$ cat config.mk
export PLATFORM = sky130hd
export DESIGN_NAME = one_wire_temperature_reader
export DESIGN_NICKNAME = d
export VERILOG_FILES = /design/src/rtl/core/owtr_pkg.sv /design/src/rtl/core/owtr_conv.sv /design/src/rtl/core/owtr_seq.sv /design/src/rtl/core/one_wire_temperature_reader.sv
export SDC_FILE = /design/constraint.sdc
export NUM_CORES = 1
export LEC_CHECK = 0
export BUFFER_PORTS_ARGS = -buffer_cell sky130_fd_sc_hd__buf_2
export CAP_MARGIN = 25
export CORE_MARGIN = 2
export CORE_UTILIZATION = 56
export CTS_CLUSTER_DIAMETER = 40
export DETAILED_ROUTE_END_ITERATION = 8
export GPL_ROUTABILITY_DRIVEN = 0
export HOLD_SLACK_MARGIN = 0.02
export PLACE_DENSITY_LB_ADDON = 0.1
export SETUP_SLACK_MARGIN = 0.02
export SLEW_MARGIN = 20
export SYNTH_ARGS = -nofsm -noshare
export SYNTH_HDL_FRONTEND = slang
export SYNTH_SLANG_ARGS = --single-unit
$ cat constraint.sdc
create_clock -name i_clk -period 5.1 [get_ports i_clk]
set_input_delay 0.51 -clock i_clk [delete_from_list [all_inputs] [get_ports i_clk]]
set_output_delay 0.51 -clock i_clk [all_outputs]
set_load 0.02 [all_outputs]
$ cat src/rtl/core/owtr_pkg.sv
package owtr_pkg;

    typedef enum logic [3:0] {
        PH_IDLE,
        PH_RST_LOW,
        PH_RST_WAIT,
        PH_RST_TAIL,
        PH_WR_LOW,
        PH_WR_HOLD,
        PH_RD_LOW,
        PH_RD_WAIT,
        PH_RD_TAIL
    } t_phase;

    localparam logic [3:0] STEP_RST_FIRST   = 4'd0;
    localparam logic [3:0] STEP_SKIP_FIRST  = 4'd1;
    localparam logic [3:0] STEP_CONVERT     = 4'd2;
    localparam logic [3:0] STEP_POLL        = 4'd3;
    localparam logic [3:0] STEP_RST_SECOND  = 4'd4;
    localparam logic [3:0] STEP_SKIP_SECOND = 4'd5;
    localparam logic [3:0] STEP_READ_CMD    = 4'd6;
    localparam logic [3:0] STEP_RD_LO       = 4'd7;
    localparam logic [3:0] STEP_RD_HI       = 4'd8;
    localparam logic [3:0] STEP_RST_LAST    = 4'd9;
    localparam logic [3:0] STEP_END         = 4'd10;

    localparam logic [7:0] CMD_SKIP_ROM   = 8'hCC;
    localparam logic [7:0] CMD_CONVERT    = 8'h44;
    localparam logic [7:0] CMD_READ_SCRATCH = 8'hBE;

    localparam int CFG_IDX_W  = 3;
    localparam int CFG_DATA_W = 16;

    localparam logic [CFG_IDX_W-1:0] CFG_RESET_LOW     = 3'd0;
    localparam logic [CFG_IDX_W-1:0] CFG_PRESENCE_WAIT = 3'd1;
    localparam logic [CFG_IDX_W-1:0] CFG_RESET_TAIL    = 3'd2;
    localparam logic [CFG_IDX_W-1:0] CFG_SLOT_LOW      = 3'd3;
    localparam logic [CFG_IDX_W-1:0] CFG_WRITE_HOLD    = 3'd4;
    localparam logic [CFG_IDX_W-1:0] CFG_READ_SAMPLE   = 3'd5;
    localparam logic [CFG_IDX_W-1:0] CFG_READ_TAIL     = 3'd6;
    localparam logic [CFG_IDX_W-1:0] CFG_POLL_LIMIT    = 3'd7;

    localparam logic [9:0]  RST_RESET_LOW     = 10'd430;
    localparam logic [7:0]  RST_PRESENCE_WAIT = 8'd60;
    localparam logic [9:0]  RST_RESET_TAIL    = 10'd420;
    localparam logic [3:0]  RST_SLOT_LOW      = 4'd1;
    localparam logic [7:0]  RST_WRITE_HOLD    = 8'd50;
    localparam logic [5:0]  RST_READ_SAMPLE   = 6'd10;
    localparam logic [7:0]  RST_READ_TAIL     = 8'd40;
    localparam logic [15:0] RST_POLL_LIMIT    = 16'd20000;

    typedef struct packed {
        logic [9:0]  reset_low;
        logic [7:0]  presence_wait;
        logic [9:0]  reset_tail;
        logic [3:0]  slot_low;
        logic [7:0]  write_hold;
        logic [5:0]  read_sample;
        logic [7:0]  read_tail;
        logic [15:0] poll_limit;
    } t_cfg;

    typedef struct packed {
        logic        drive_low;
        logic        busy;
        logic        done;
        logic        no_presence;
        logic        timed_out;
        logic [10:0] tenths;
        logic [15:0] raw;
    } t_res;

    function automatic logic [7:0] step_cmd(input logic [3:0] step);
        logic [7:0] cmd;
        case (step)
            STEP_SKIP_FIRST:  cmd = CMD_SKIP_ROM;
            STEP_CONVERT:     cmd = CMD_CONVERT;
            STEP_SKIP_SECOND: cmd = CMD_SKIP_ROM;
            STEP_READ_CMD:    cmd = CMD_READ_SCRATCH;
            default:          cmd = 8'h00;
        endcase
        return cmd;
    endfunction

    // sixteenths of a degree to whole tenths, rounded down
    function automatic logic [3:0] frac_tenths(input logic [3:0] nib);
        logic [3:0] t;
        case (nib)
            4'd0, 4'd1:   t = 4'd0;
            4'd2, 4'd3:   t = 4'd1;
            4'd4:         t = 4'd2;
            4'd5, 4'd6:   t = 4'd3;
            4'd7:         t = 4'd4;
            4'd8, 4'd9:   t = 4'd5;
            4'd10, 4'd11: t = 4'd6;
            4'd12:        t = 4'd7;
            4'd13, 4'd14: t = 4'd8;
            default:      t = 4'd9;
        endcase
        return t;
    endfunction

endpackage

$ cat src/rtl/core/owtr_conv.sv
module owtr_conv (
    input  logic [7:0]  i_scratch_low,
    input  logic [7:0]  i_scratch_high,
    output logic [10:0] o_tenths
);

    logic [6:0]  digit;
    logic [10:0] digit_x10;

    assign digit     = {i_scratch_high[2:0], i_scratch_low[7:4]};
    assign digit_x10 = {1'b0, digit, 3'b000} + {3'b000, digit, 1'b0};
    assign o_tenths  = digit_x10 + {7'd0, owtr_pkg::frac_tenths(i_scratch_low[3:0])};

endmodule

$ cat src/rtl/core/owtr_seq.sv
module owtr_seq (
    input  logic              i_clk,
    input  logic              i_rst_n,
    input  logic              i_advance,
    input  logic              i_start_req,
    input  logic              i_line_in,
    input  owtr_pkg::t_cfg    i_cfg,
    output owtr_pkg::t_res    o_res
);

    owtr_pkg::t_phase r_phase, n_phase, cur_phase;
    logic [9:0]  r_tick, n_tick, tick_inc, dur;
    logic [2:0]  r_bit, n_bit;
    logic [3:0]  r_step, n_step, step_inc;
    logic [7:0]  r_shift, n_shift;
    logic [7:0]  r_lo, n_lo;
    logic [7:0]  r_hi, n_hi;
    logic [15:0] r_poll, n_poll;
    logic        r_pres, n_pres;
    logic        r_tmo, n_tmo;
    logic [10:0] r_result, n_result;
    logic        n_done, adv, start_now;
    logic        drive, busy;
    logic [10:0] conv_tenths;

    owtr_conv u_conv (
        .i_scratch_low  (r_lo),
        .i_scratch_high (r_hi),
        .o_tenths       (conv_tenths)
    );

    assign start_now = (r_phase == owtr_pkg::PH_IDLE) && i_start_req;
    assign cur_phase = start_now ? owtr_pkg::PH_RST_LOW : r_phase;

    always_comb begin
        n_phase  = r_phase;
        n_tick   = r_tick;
        n_bit    = r_bit;
        n_step   = r_step;
        n_shift  = r_shift;
        n_lo     = r_lo;
        n_hi     = r_hi;
        n_poll   = r_poll;
        n_pres   = r_pres;
        n_tmo    = r_tmo;
        n_result = r_result;
        n_done   = 1'b0;
        adv      = 1'b0;
        dur      = '0;
        step_inc = '0;

        if (start_now) begin
            n_pres   = 1'b0;
            n_tmo    = 1'b0;
            n_lo     = '0;
            n_hi     = '0;
            n_poll   = '0;
            n_result = '0;
            n_step   = owtr_pkg::STEP_RST_FIRST;
            n_tick   = '0;
            n_bit    = '0;
        end
        n_phase = cur_phase;

        unique case (cur_phase)
            owtr_pkg::PH_RST_LOW:  dur = i_cfg.reset_low;
            owtr_pkg::PH_RST_WAIT: dur = {2'b00, i_cfg.presence_wait};
            owtr_pkg::PH_RST_TAIL: dur = i_cfg.reset_tail;
            owtr_pkg::PH_WR_LOW,
            owtr_pkg::PH_RD_LOW:   dur = {6'd0, i_cfg.slot_low};
            owtr_pkg::PH_WR_HOLD:  dur = {2'b00, i_cfg.write_hold};
            owtr_pkg::PH_RD_WAIT:  dur = {4'd0, i_cfg.read_sample};
            owtr_pkg::PH_RD_TAIL:  dur = {2'b00, i_cfg.read_tail};
            default:               dur = '0;
        endcase

        tick_inc = n_tick + 10'd1;

        if (cur_phase != owtr_pkg::PH_IDLE) begin
            n_tick = tick_inc;
            if (tick_inc >= dur || tick_inc == '0) begin
                n_tick = '0;
                unique case (cur_phase)
                    owtr_pkg::PH_RST_LOW: n_phase = owtr_pkg::PH_RST_WAIT;
                    owtr_pkg::PH_RST_WAIT: begin
                        if (i_line_in) n_pres = 1'b1;
                        n_phase = owtr_pkg::PH_RST_TAIL;
                    end
                    owtr_pkg::PH_RST_TAIL: adv = 1'b1;
                    owtr_pkg::PH_WR_LOW: n_phase = owtr_pkg::PH_WR_HOLD;
                    owtr_pkg::PH_WR_HOLD: begin
                        if (n_bit == 3'd7) begin
                            adv = 1'b1;
                        end else begin
                            n_bit   = n_bit + 3'd1;
                            n_phase = owtr_pkg::PH_WR_LOW;
                        end
                    end
                    owtr_pkg::PH_RD_LOW: n_phase = owtr_pkg::PH_RD_WAIT;
                    owtr_pkg::PH_RD_WAIT: begin
                        n_shift = {i_line_in, n_shift[7:1]};
                        n_phase = owtr_pkg::PH_RD_TAIL;
                    end
                    owtr_pkg::PH_RD_TAIL: begin
                        if (n_step == owtr_pkg::STEP_POLL) begin
                            if (n_shift[7]) begin
                                adv = 1'b1;
                            end else begin
                                n_poll = n_poll + 16'd1;
                                if (n_poll >= i_cfg.poll_limit || n_poll == '0) begin
                                    n_tmo   = 1'b1;
                                    n_phase = owtr_pkg::PH_IDLE;
                                    n_done  = 1'b1;
                                end else begin
                                    n_shift = '0;
                                    n_phase = owtr_pkg::PH_RD_LOW;
                                end
                            end
                        end else if (n_bit == 3'd7) begin
                            if (n_step == owtr_pkg::STEP_RD_LO) n_lo = n_shift;
                            else n_hi = n_shift;
                            adv = 1'b1;
                        end else begin
                            n_bit   = n_bit + 3'd1;
                            n_phase = owtr_pkg::PH_RD_LOW;
                        end
                    end
                    default: n_phase = cur_phase;
                endcase
            end
        end

        if (adv) begin
            step_inc = n_step + 4'd1;
            n_step   = step_inc;
            n_tick   = '0;
            n_bit    = '0;
            if (step_inc >= owtr_pkg::STEP_END) begin
                n_result = conv_tenths;
                n_phase  = owtr_pkg::PH_IDLE;
                n_done   = 1'b1;
            end else if (step_inc == owtr_pkg::STEP_RST_SECOND ||
                         step_inc == owtr_pkg::STEP_RST_LAST) begin
                n_phase = owtr_pkg::PH_RST_LOW;
            end else if (step_inc == owtr_pkg::STEP_POLL ||
                         step_inc == owtr_pkg::STEP_RD_LO ||
                         step_inc == owtr_pkg::STEP_RD_HI) begin
                n_shift = '0;
                n_phase = owtr_pkg::PH_RD_LOW;
            end else begin
                n_shift = owtr_pkg::step_cmd(step_inc);
                n_phase = owtr_pkg::PH_WR_LOW;
            end
        end
    end

    always_comb begin
        busy  = 1'b1;
        drive = 1'b0;
        unique case (cur_phase)
            owtr_pkg::PH_IDLE:    busy  = 1'b0;
            owtr_pkg::PH_RST_LOW,
            owtr_pkg::PH_WR_LOW,
            owtr_pkg::PH_RD_LOW:  drive = 1'b1;
            owtr_pkg::PH_WR_HOLD: drive = ~r_shift[r_bit];
            default:              drive = 1'b0;
        endcase
    end

    assign o_res.drive_low   = drive;
    assign o_res.busy        = busy;
    assign o_res.done        = n_done;
    assign o_res.no_presence = n_pres;
    assign o_res.timed_out   = n_tmo;
    assign o_res.tenths      = n_result;
    assign o_res.raw         = {n_hi, n_lo};

    always_ff @(posedge i_clk) begin
        if (!i_rst_n) begin
            r_phase  <= owtr_pkg::PH_IDLE;
            r_tick   <= '0;
            r_bit    <= '0;
            r_step   <= '0;
            r_shift  <= '0;
            r_lo     <= '0;
            r_hi     <= '0;
            r_poll   <= '0;
            r_pres   <= 1'b0;
            r_tmo    <= 1'b0;
            r_result <= '0;
        end else if (i_advance) begin
            r_phase  <= n_phase;
            r_tick   <= n_tick;
            r_bit    <= n_bit;
            r_step   <= n_step;
            r_shift  <= n_shift;
            r_lo     <= n_lo;
            r_hi     <= n_hi;
            r_poll   <= n_poll;
            r_pres   <= n_pres;
            r_tmo    <= n_tmo;
            r_result <= n_result;
        end
    end

endmodule

$ cat src/rtl/core/one_wire_temperature_reader.sv
// Channel   Direction  Handshake                   Payload
// input     in         i_in_valid / o_in_stall     i_start_req, i_line_in
// result    out        o_out_valid / i_out_stall   o_drive_low .. o_raw_reading
// config    in         i_cfg_valid / o_cfg_ready   i_cfg_index, i_cfg_data
//
// One item per cycle while the input is not stalled: the sequencer state advances and
// the result register loads at the same edge, so each item's result is visible in the cycle after acceptance.
// Reset (synchronous) returns the sequencer to idle and the timing registers to
// their defaults. A stalled result register stalls the input channel.
module one_wire_temperature_reader (
    input  logic                              i_clk,
    input  logic                              i_rst_n,
    input  logic                              i_in_valid,
    output logic                              o_in_stall,
    input  logic                              i_start_req,
    input  logic                              i_line_in,
    output logic                              o_out_valid,
    input  logic                              i_out_stall,
    output logic                              o_drive_low,
    output logic                              o_busy_res,
    output logic                              o_done_res,
    output logic                              o_no_presence,
    output logic                              o_timed_out,
    output logic [10:0]                       o_temperature_tenths,
    output logic [15:0]                       o_raw_reading,
    input  logic                              i_cfg_valid,
    output logic                              o_cfg_ready,
    input  logic [owtr_pkg::CFG_IDX_W-1:0]    i_cfg_index,
    input  logic [owtr_pkg::CFG_DATA_W-1:0]   i_cfg_data
);

    owtr_pkg::t_cfg r_cfg;
    owtr_pkg::t_res seq_res;
    logic           in_accept;
    logic           r_out_valid;

    assign o_cfg_ready = 1'b1;
    assign o_in_stall  = r_out_valid & i_out_stall;
    assign in_accept   = i_in_valid & ~o_in_stall;

    always_ff @(posedge i_clk) begin
        if (!i_rst_n) begin
            r_cfg.reset_low     <= owtr_pkg::RST_RESET_LOW;
            r_cfg.presence_wait <= owtr_pkg::RST_PRESENCE_WAIT;
            r_cfg.reset_tail    <= owtr_pkg::RST_RESET_TAIL;
            r_cfg.slot_low      <= owtr_pkg::RST_SLOT_LOW;
            r_cfg.write_hold    <= owtr_pkg::RST_WRITE_HOLD;
            r_cfg.read_sample   <= owtr_pkg::RST_READ_SAMPLE;
            r_cfg.read_tail     <= owtr_pkg::RST_READ_TAIL;
            r_cfg.poll_limit    <= owtr_pkg::RST_POLL_LIMIT;
        end else if (i_cfg_valid) begin
            unique case (i_cfg_index)
                owtr_pkg::CFG_RESET_LOW:     r_cfg.reset_low     <= i_cfg_data[9:0];
                owtr_pkg::CFG_PRESENCE_WAIT: r_cfg.presence_wait <= i_cfg_data[7:0];
                owtr_pkg::CFG_RESET_TAIL:    r_cfg.reset_tail    <= i_cfg_data[9:0];
                owtr_pkg::CFG_SLOT_LOW:      r_cfg.slot_low      <= i_cfg_data[3:0];
                owtr_pkg::CFG_WRITE_HOLD:    r_cfg.write_hold    <= i_cfg_data[7:0];
                owtr_pkg::CFG_READ_SAMPLE:   r_cfg.read_sample   <= i_cfg_data[5:0];
                owtr_pkg::CFG_READ_TAIL:     r_cfg.read_tail     <= i_cfg_data[7:0];
                default:                     r_cfg.poll_limit    <= i_cfg_data;
            endcase
        end
    end

    owtr_seq u_seq (
        .i_clk       (i_clk),
        .i_rst_n     (i_rst_n),
        .i_advance   (in_accept),
        .i_start_req (i_start_req),
        .i_line_in   (i_line_in),
        .i_cfg       (r_cfg),
        .o_res       (seq_res)
    );

    always_ff @(posedge i_clk) begin
        if (!i_rst_n) begin
            r_out_valid <= 1'b0;
        end else if (in_accept) begin
            r_out_valid <= 1'b1;
        end else if (!i_out_stall) begin
            r_out_valid <= 1'b0;
        end
    end

    always_ff @(posedge i_clk) begin
        if (in_accept) begin
            o_drive_low          <= seq_res.drive_low;
            o_busy_res           <= seq_res.busy;
            o_done_res           <= seq_res.done;
            o_no_presence        <= seq_res.no_presence;
            o_timed_out          <= seq_res.timed_out;
            o_temperature_tenths <= seq_res.tenths;
            o_raw_reading        <= seq_res.raw;
        end
    end

    assign o_out_valid = r_out_valid;

endmodule

# Yosys cells after proc, flatten, opt, wreduce, memory -nomap -nowiden
# Memories as Yosys holds them, arrays and structs flattened. A register that Yosys moved wholly into a read port is not among the register bits.
# Index checks and enable logic that the tools add are counted.
dict set report word_totals {
  ff_bits 177
  mem_bits_ro 64
  inputBits 26
  output_inout_bits 35
  word_cells 189
  n_memories 1
}
# memory words width rd rd_ports_with_merged_regs write_ports line
set memory_table {}
lappend memory_table {{(no name shown)} 16 4 1 1 0 owtr_pkg.sv:88} ;# case (nib)
dict set report op_classes {
  addsub 6
  n_lt_le_gt_ge 4
  n_eq_ne 27
  muxes 95
  bitwise 5
  n_reduce_logical 24
}
# op count
set ops {}
lappend ops {{$mux W8} 22}
lappend ops {{$mux W16} 6}
lappend ops {{$pmux W10 S7} 1}
lappend ops {{$mux W4} 14}
lappend ops {{$mux W10} 4}
lappend ops {{$eq A4 B3 Y1 const B} 9}
lappend ops {{$mux W11} 3}
lappend ops {{$mux W1} 29}
lappend ops {{$pmux W4 S7} 1}
lappend ops {{$pmux W8 S3} 1}
lappend ops {{$mux W3} 7}
lappend ops {{$eq A4 B2 Y1 const B} 5}
lappend ops {{$add A16 B1 Y16 const B} 1}
lappend ops {{$ge A16 B16 Y1} 1}
lappend ops {{$logic_not A16 Y1} 1}
lappend ops {{$pmux W8 S2} 1}
lappend ops {{$reduce_and A2 Y1} 8}
lappend ops {{$eq A3 B3 Y1 const B} 4}
lappend ops {{$eq A4 B4 Y1 const B} 3}
lappend ops {{$add A10 B8 Y11} 1}
lappend ops {{$add A11 B4 Y11} 1}
lappend ops {{$add A10 B1 Y10 const B} 1}
lappend ops {{$ge A10 B10 Y1} 1}
lappend ops {{$logic_not A10 Y1} 1}
lappend ops {{24 further kinds} 35}

# Depth between registers and ports, before layout
dict set report depth {
  depth_word 15
  mapped_depth 22
  mapped_depth_nobuf 20
}

# By module
# A second synthesis with hierarchy kept.
dict set report unflattened {
  hier_cells 1138
  area_unflattened_um2 10161.0
}
# mod instances cells_per_inst area_each_um2 seq_area_each_um2
set modules_own_cells {}
lappend modules_own_cells {owtr_seq 1 764 5823.1 1481.4}
lappend modules_own_cells {one_wire_temperature_reader 1 305 3783.6 2382.3}
lappend modules_own_cells {owtr_conv 1 69 554.3 0.0}

# Least setup slack after synthesis
# No wires, ideal clock.
dict set report synth_timing {
  path_type {input-to-reg}
  startpoint {input port i_start_req}
  endpoint {register u_seq.conv_tenths[0] (netlist name)}
  setup_time_ns 0.072
  arrival_ns 5.256
  required_time_ns 5.028
  path_slack_ns -0.228
  path_stages 21
  path_buffers 3
  path_cell_list {clkbuf_1 > nand2_1 > clkbuf_1 > clkbuf_1 > and2_1 > ha_1 > nand3_1 > or3_1 > a21oi_1 > ha_1 > a211oi_1 > and3_1 > o21ai_0 > a221o_1 > o21ai_1 > a31oi_1 > a211o_1 > ha_1 > inv_1 > a221oi_1 > mux2i_1}
}
# element line
set synth_rtl {}
lappend synth_rtl {{start: declaration} one_wire_temperature_reader.sv:15} ;# input logic i_start_req,

# Final worst setup path
dict set report layout_timing {
  startpoint {register u_seq.r_phase[0]}
  endpoint {register u_seq.r_hi[4]}
}
dict set report layout_via {
  elab_chain_len 10
  word_cells_on_any_way 31
  cone_classes {add/sub (1); order compare (1); eq/ne (11); mux (12); reduce/logical (6)}
}
# element line
set layout_rtl {}
lappend layout_rtl {{start: declaration} owtr_seq.sv:11} ;# owtr_pkg::t_phase r_phase, n_phase, cur_phase;
lappend layout_rtl {{start signal: assignment} owtr_seq.sv:180} ;# r_phase <= owtr_pkg::PH_IDLE;
lappend layout_rtl {{start signal: assignment} owtr_seq.sv:192} ;# r_phase <= n_phase;
lappend layout_rtl {{parallel branches: the longest is 9 deep, another holds $add A10 B1 Y10} n/a}
lappend layout_rtl {{$mux W8 (*)} owtr_seq.sv:79} ;# if (cur_phase != owtr_pkg::PH_IDLE) begin
lappend layout_rtl {{end signal: assignment} owtr_seq.sv:198} ;# r_hi <= n_hi;
lappend layout_rtl {{end: declaration} owtr_seq.sv:17} ;# logic [7:0] r_hi, n_hi;
# Mark *: on every way between the ends.
# A chain may end at the register's enable or synchronous reset.

==> flow_summary.json <==
{
  "grt_pass1_vias": 8329,
  "core-area_sq_mm": 0.0174,
  "grt_overflow": 0,
  "skew_ns": 0.0108,
  "nNetsFinal": 1315,
  "period_share": 0.918,
  "io_pins": 61,
  "synth_top_family_by_area": "simple AND/OR/NAND/NOR gates",
  "synth_top_area_share": 0.299,
  "power_leakage_nw": 4.32,
  "wl_per_cell_microns": 18.2,
  "synth-simple-area-share": 0.226,
  "numCtsBuffers": 17,
  "setup_viol": 0,
  "max_freq_ghz": 0.214,
  "antenna_cells": 0,
  "ys.flop_type": "dfxtp_1",
  "synth_compound_area_frac": 0.202,
  "min_period_ns": 4.68,
  "ys_types": 80,
  "drt_pass1_iterations": 5,
  "yosys.cell_count.top_type": "nand2_1",
  "p_per_area_mw_per_mm2": 282,
  "insertion_delay_ns": 0.44,
  "critPathLaunch": "u_seq.r_phase[0]$_SDFFE_PN0P_",
  "clock-sinks": 181,
  "worst_pin_slew_ns": 1.03,
  "drc": 0,
  "dp_hpwl_microns": 18900,
  "async_reset_ff_frac": 0,
  "io_buffer_count": 59,
  "r2r.worst_path.cells": 17,
  "dieArea_sq_mm": 0.0189,
  "pwr-share-comb": 0.081,
  "grt_usage": 0.292,
  "clock_power_share": 0.440,
  "hold_viol_final": 0,
  "cp_max_fo": 18,
  "rows": 48,
  "synth.area.mux_share": 0.0247,
  "antenna_found_initial": 0,
  "cts_tree": "yes",
  "cap_violations": 0,
  "synth_edf_count": 32,
  "holdWs_ns": 0.296,
  "area_growth_pct": 11.4,
  "synthAdderAreaFrac": 0.0680,
  "ys_ff_latch": 181,
  "dpl-instance-area_sq_mm": 0.0105,
  "cts_max_path_buffers": 2,
  "fillers": 1542,
  "vias": 9003,
  "h-tree-depth": 4,
  "setup.worst_path.start_class": "flop",
  "clk_pin_slew_ns": 0.07,
  "synth-xor-area-share": 0.0299,
  "status": "complete, no violations",
  "post-route-util": 0.640,
  "seqPwrFrac": 0.480,
  "reg2reg_to": "u_seq.r_hi[4]$_SDFFE_PN0P_",
  "viasPerCell": 6.11,
  "power_mw": 3.13,
  "setup_ws_ns": 0.416,
  "sw_frac_of_total": 0.248,
  "grt_pass1_wl_microns": 43300,
  "wirelength_microns": 26800,
  "die_height_microns": 137,
  "synthCells": 1208,
  "drive_gt1_frac": 0.117,
  "stdcell_count": 1474,
  "criticalPathCategory": "flop to flop",
  "vdd_ir_drop_max_mv": 0.276,
  "die_w_microns": 137,
  "start_util": 0.574,
  "slew_headroom": 0.314,
  "reg2reg_from": "u_seq.r_phase[0]$_SDFFE_PN0P_",
  "clockRootBuffer": "clkbuf_16",
  "cts_hold_buf": 0,
  "switchingPower_uw": 779,
  "worst-r2r-setup-slack_ns": 0.42,
  "worstPathRequired_ns": 5.44,
  "rsz0062_at_grt": "false",
  "hold_class": "input port to flop",
  "drt_iter0_drc": 885,
  "fin_tns_setup_ns": 0,
  "seq_area_frac_synth": 0.396,
  "worstPathArrival_ns": 5.03,
  "drv_slew": 0,
  "avgSynthCellArea_sq_um": 8.25,
  "dp.cells": 1442,
  "ant_nets": 0,
  "grt_max_degree": 91,
  "critPathCaptureType": "flop",
  "syn_area_sq_mm": 0.00997,
  "synth_warnings": 0,
  "cp-endpoint": "u_seq.r_hi[4]$_SDFFE_PN0P_",
  "syn_nets": 1287,
  "preCtsSetupSlack_ns": 0.237,
  "synth.top_cells.by_count": "nand2_1 (220), dfxtp_1 (149), nand3_1 (83)",
  "yosys-top-cells-area": "dfxtp_1 (30%), edfxtp_1 (9.6%), nand2_1 (8.3%)",
  "synth_area_leader_cell": "dfxtp_1",
  "internal_power_mw": 2.36,
  "final_area_sq_mm": 0.0111
}
## worst max-delay path, cell delays in order (launching register included)
cell and delay (ns):
dfxtp_1 0.33, nor4_4 0.32, nand2_2 0.16, and2_1 0.22, ha_1 0.20, nand3_1 0.18
or3_1 0.15, a21oi_1 0.08, ha_1 0.34, and3_1 0.16, o211ai_1 0.07, o21ai_0 0.23
a221o_1 0.34, buf_4 0.20, nor2_2 0.05, or4b_1 0.75, or2_0 0.51, o32ai_2 0.28
## power by group through the flow
stage	logic [mW]	clock network, mW	registers (mW)
2_1_floorplan	0.151	0	1.55
6_report	0.253	1.38	1.50
3_5_place_dp	0.249	0	1.54
3_3_place_gp	0.247	0	1.53
4_1_cts	0.250	1.39	1.50
5_1_grt	0.277	1.45	1.51
## flip-flops by register name, summed over array words and instances (netlist names), 3 cells and up, named ones only
name / count
o_temperature_tenths: 11
u_seq.r_phase: 4
u_seq.r_bit: 3
u_seq.r_result: 11
u_seq.r_step: 4
u_seq.r_shift: 8
u_seq.r_hi: 8
u_seq.r_tick: 10
u_seq.r_lo: 8
u_seq.r_poll: 16
o_raw_reading: 16
r_cfg: 70
## cell families (layout without fill, tap and decap cells)
kind of cell / count (synthesis) / in the layout
buf+inv: 135 / 176
flops: 181 / 181
compound gates: 296 / 296
fa+ha+maj: 53 / 53
mux: 22 / 22
other cells: 1 / 1
simple gates: 486 / 486
xor+xnor: 34 / 34
## how the worst min path moves through the flow
stage | startpoint | endpoint | slack [ns] | cells after the start
floorplan | r_cfg[58]$_SDFFE_PN0P_ | r_cfg[58]$_SDFFE_PN0P_ | 0.44 | 2
global placement | r_cfg[33]$_SDFFE_PN0P_ | r_cfg[33]$_SDFFE_PN0P_ | 0.44 | 2
detailed placement | r_cfg[59]$_SDFFE_PN0P_ | r_cfg[59]$_SDFFE_PN0P_ | 0.45 | 2
CTS | i_in_valid | o_out_valid$_SDFFE_PN0P_ | 0.29 | 2
global route | i_in_valid | o_out_valid$_SDFFE_PN0P_ | 0.31 | 2
finish | i_in_valid | o_out_valid$_SDFFE_PN0P_ | 0.30 | 2
## layer usage
metal | global-route usage | routed length (microns) | vias up
met4 | 0.0876 | 645 | 0
met3 | 0.0449 | 1600 | 50
met2 | 0.491 | 12800 | 303
met1 | 0.387 | 11700 | 4266
met5 | 0 | 0 | -
li1 | - | - | 4384
## what timing repair did
action,4_1_cts,5_1_grt
endpoints found under the setup margin,0,1
gates resized for setup,0,3
hold endpoints to repair,0,0
setup buffers,0,0
## layout make-up
type                    count  area, sq um  share of cell area
clock buffers              19          443              0.0399
clock inverters            13          171              0.0154
inverters                  53          199              0.0179
multi-input cells         892         5540               0.498
flip-flops and latches    181         3940               0.355
well taps                 225          282              0.0253
repair buffers             91          536              0.0482
## cells in the final DEF (no fill, tap or decap), drive strengths merged, types with 7 or more instances in the layout
cell type  Yosys  routed
o21a          10      10
and2          16      16
nand2b        13      13
mux2i         19      19
xor2          13      13
a22oi         11      11
nor3          20      20
inv           52      57
o211a          8       8
ha            51      51
o32ai         16      16
nand4          9       9
nor2b          8       8
nand2        220     220
nor2          74      74
a21oi         75      75
a21o           8       8
buf           18      91
dfxtp        149     149
o211ai        12      12
o22ai          8       8
nand3         83      83
a222oi         8       8
a31oi         11      11
nor4           7       7
o31ai          8       8
clkbuf        64      19
xnor2         21      21
edfxtp        32      32
o21ai         67      67
a211oi        10      10
(Power assumes the default switching activity.)
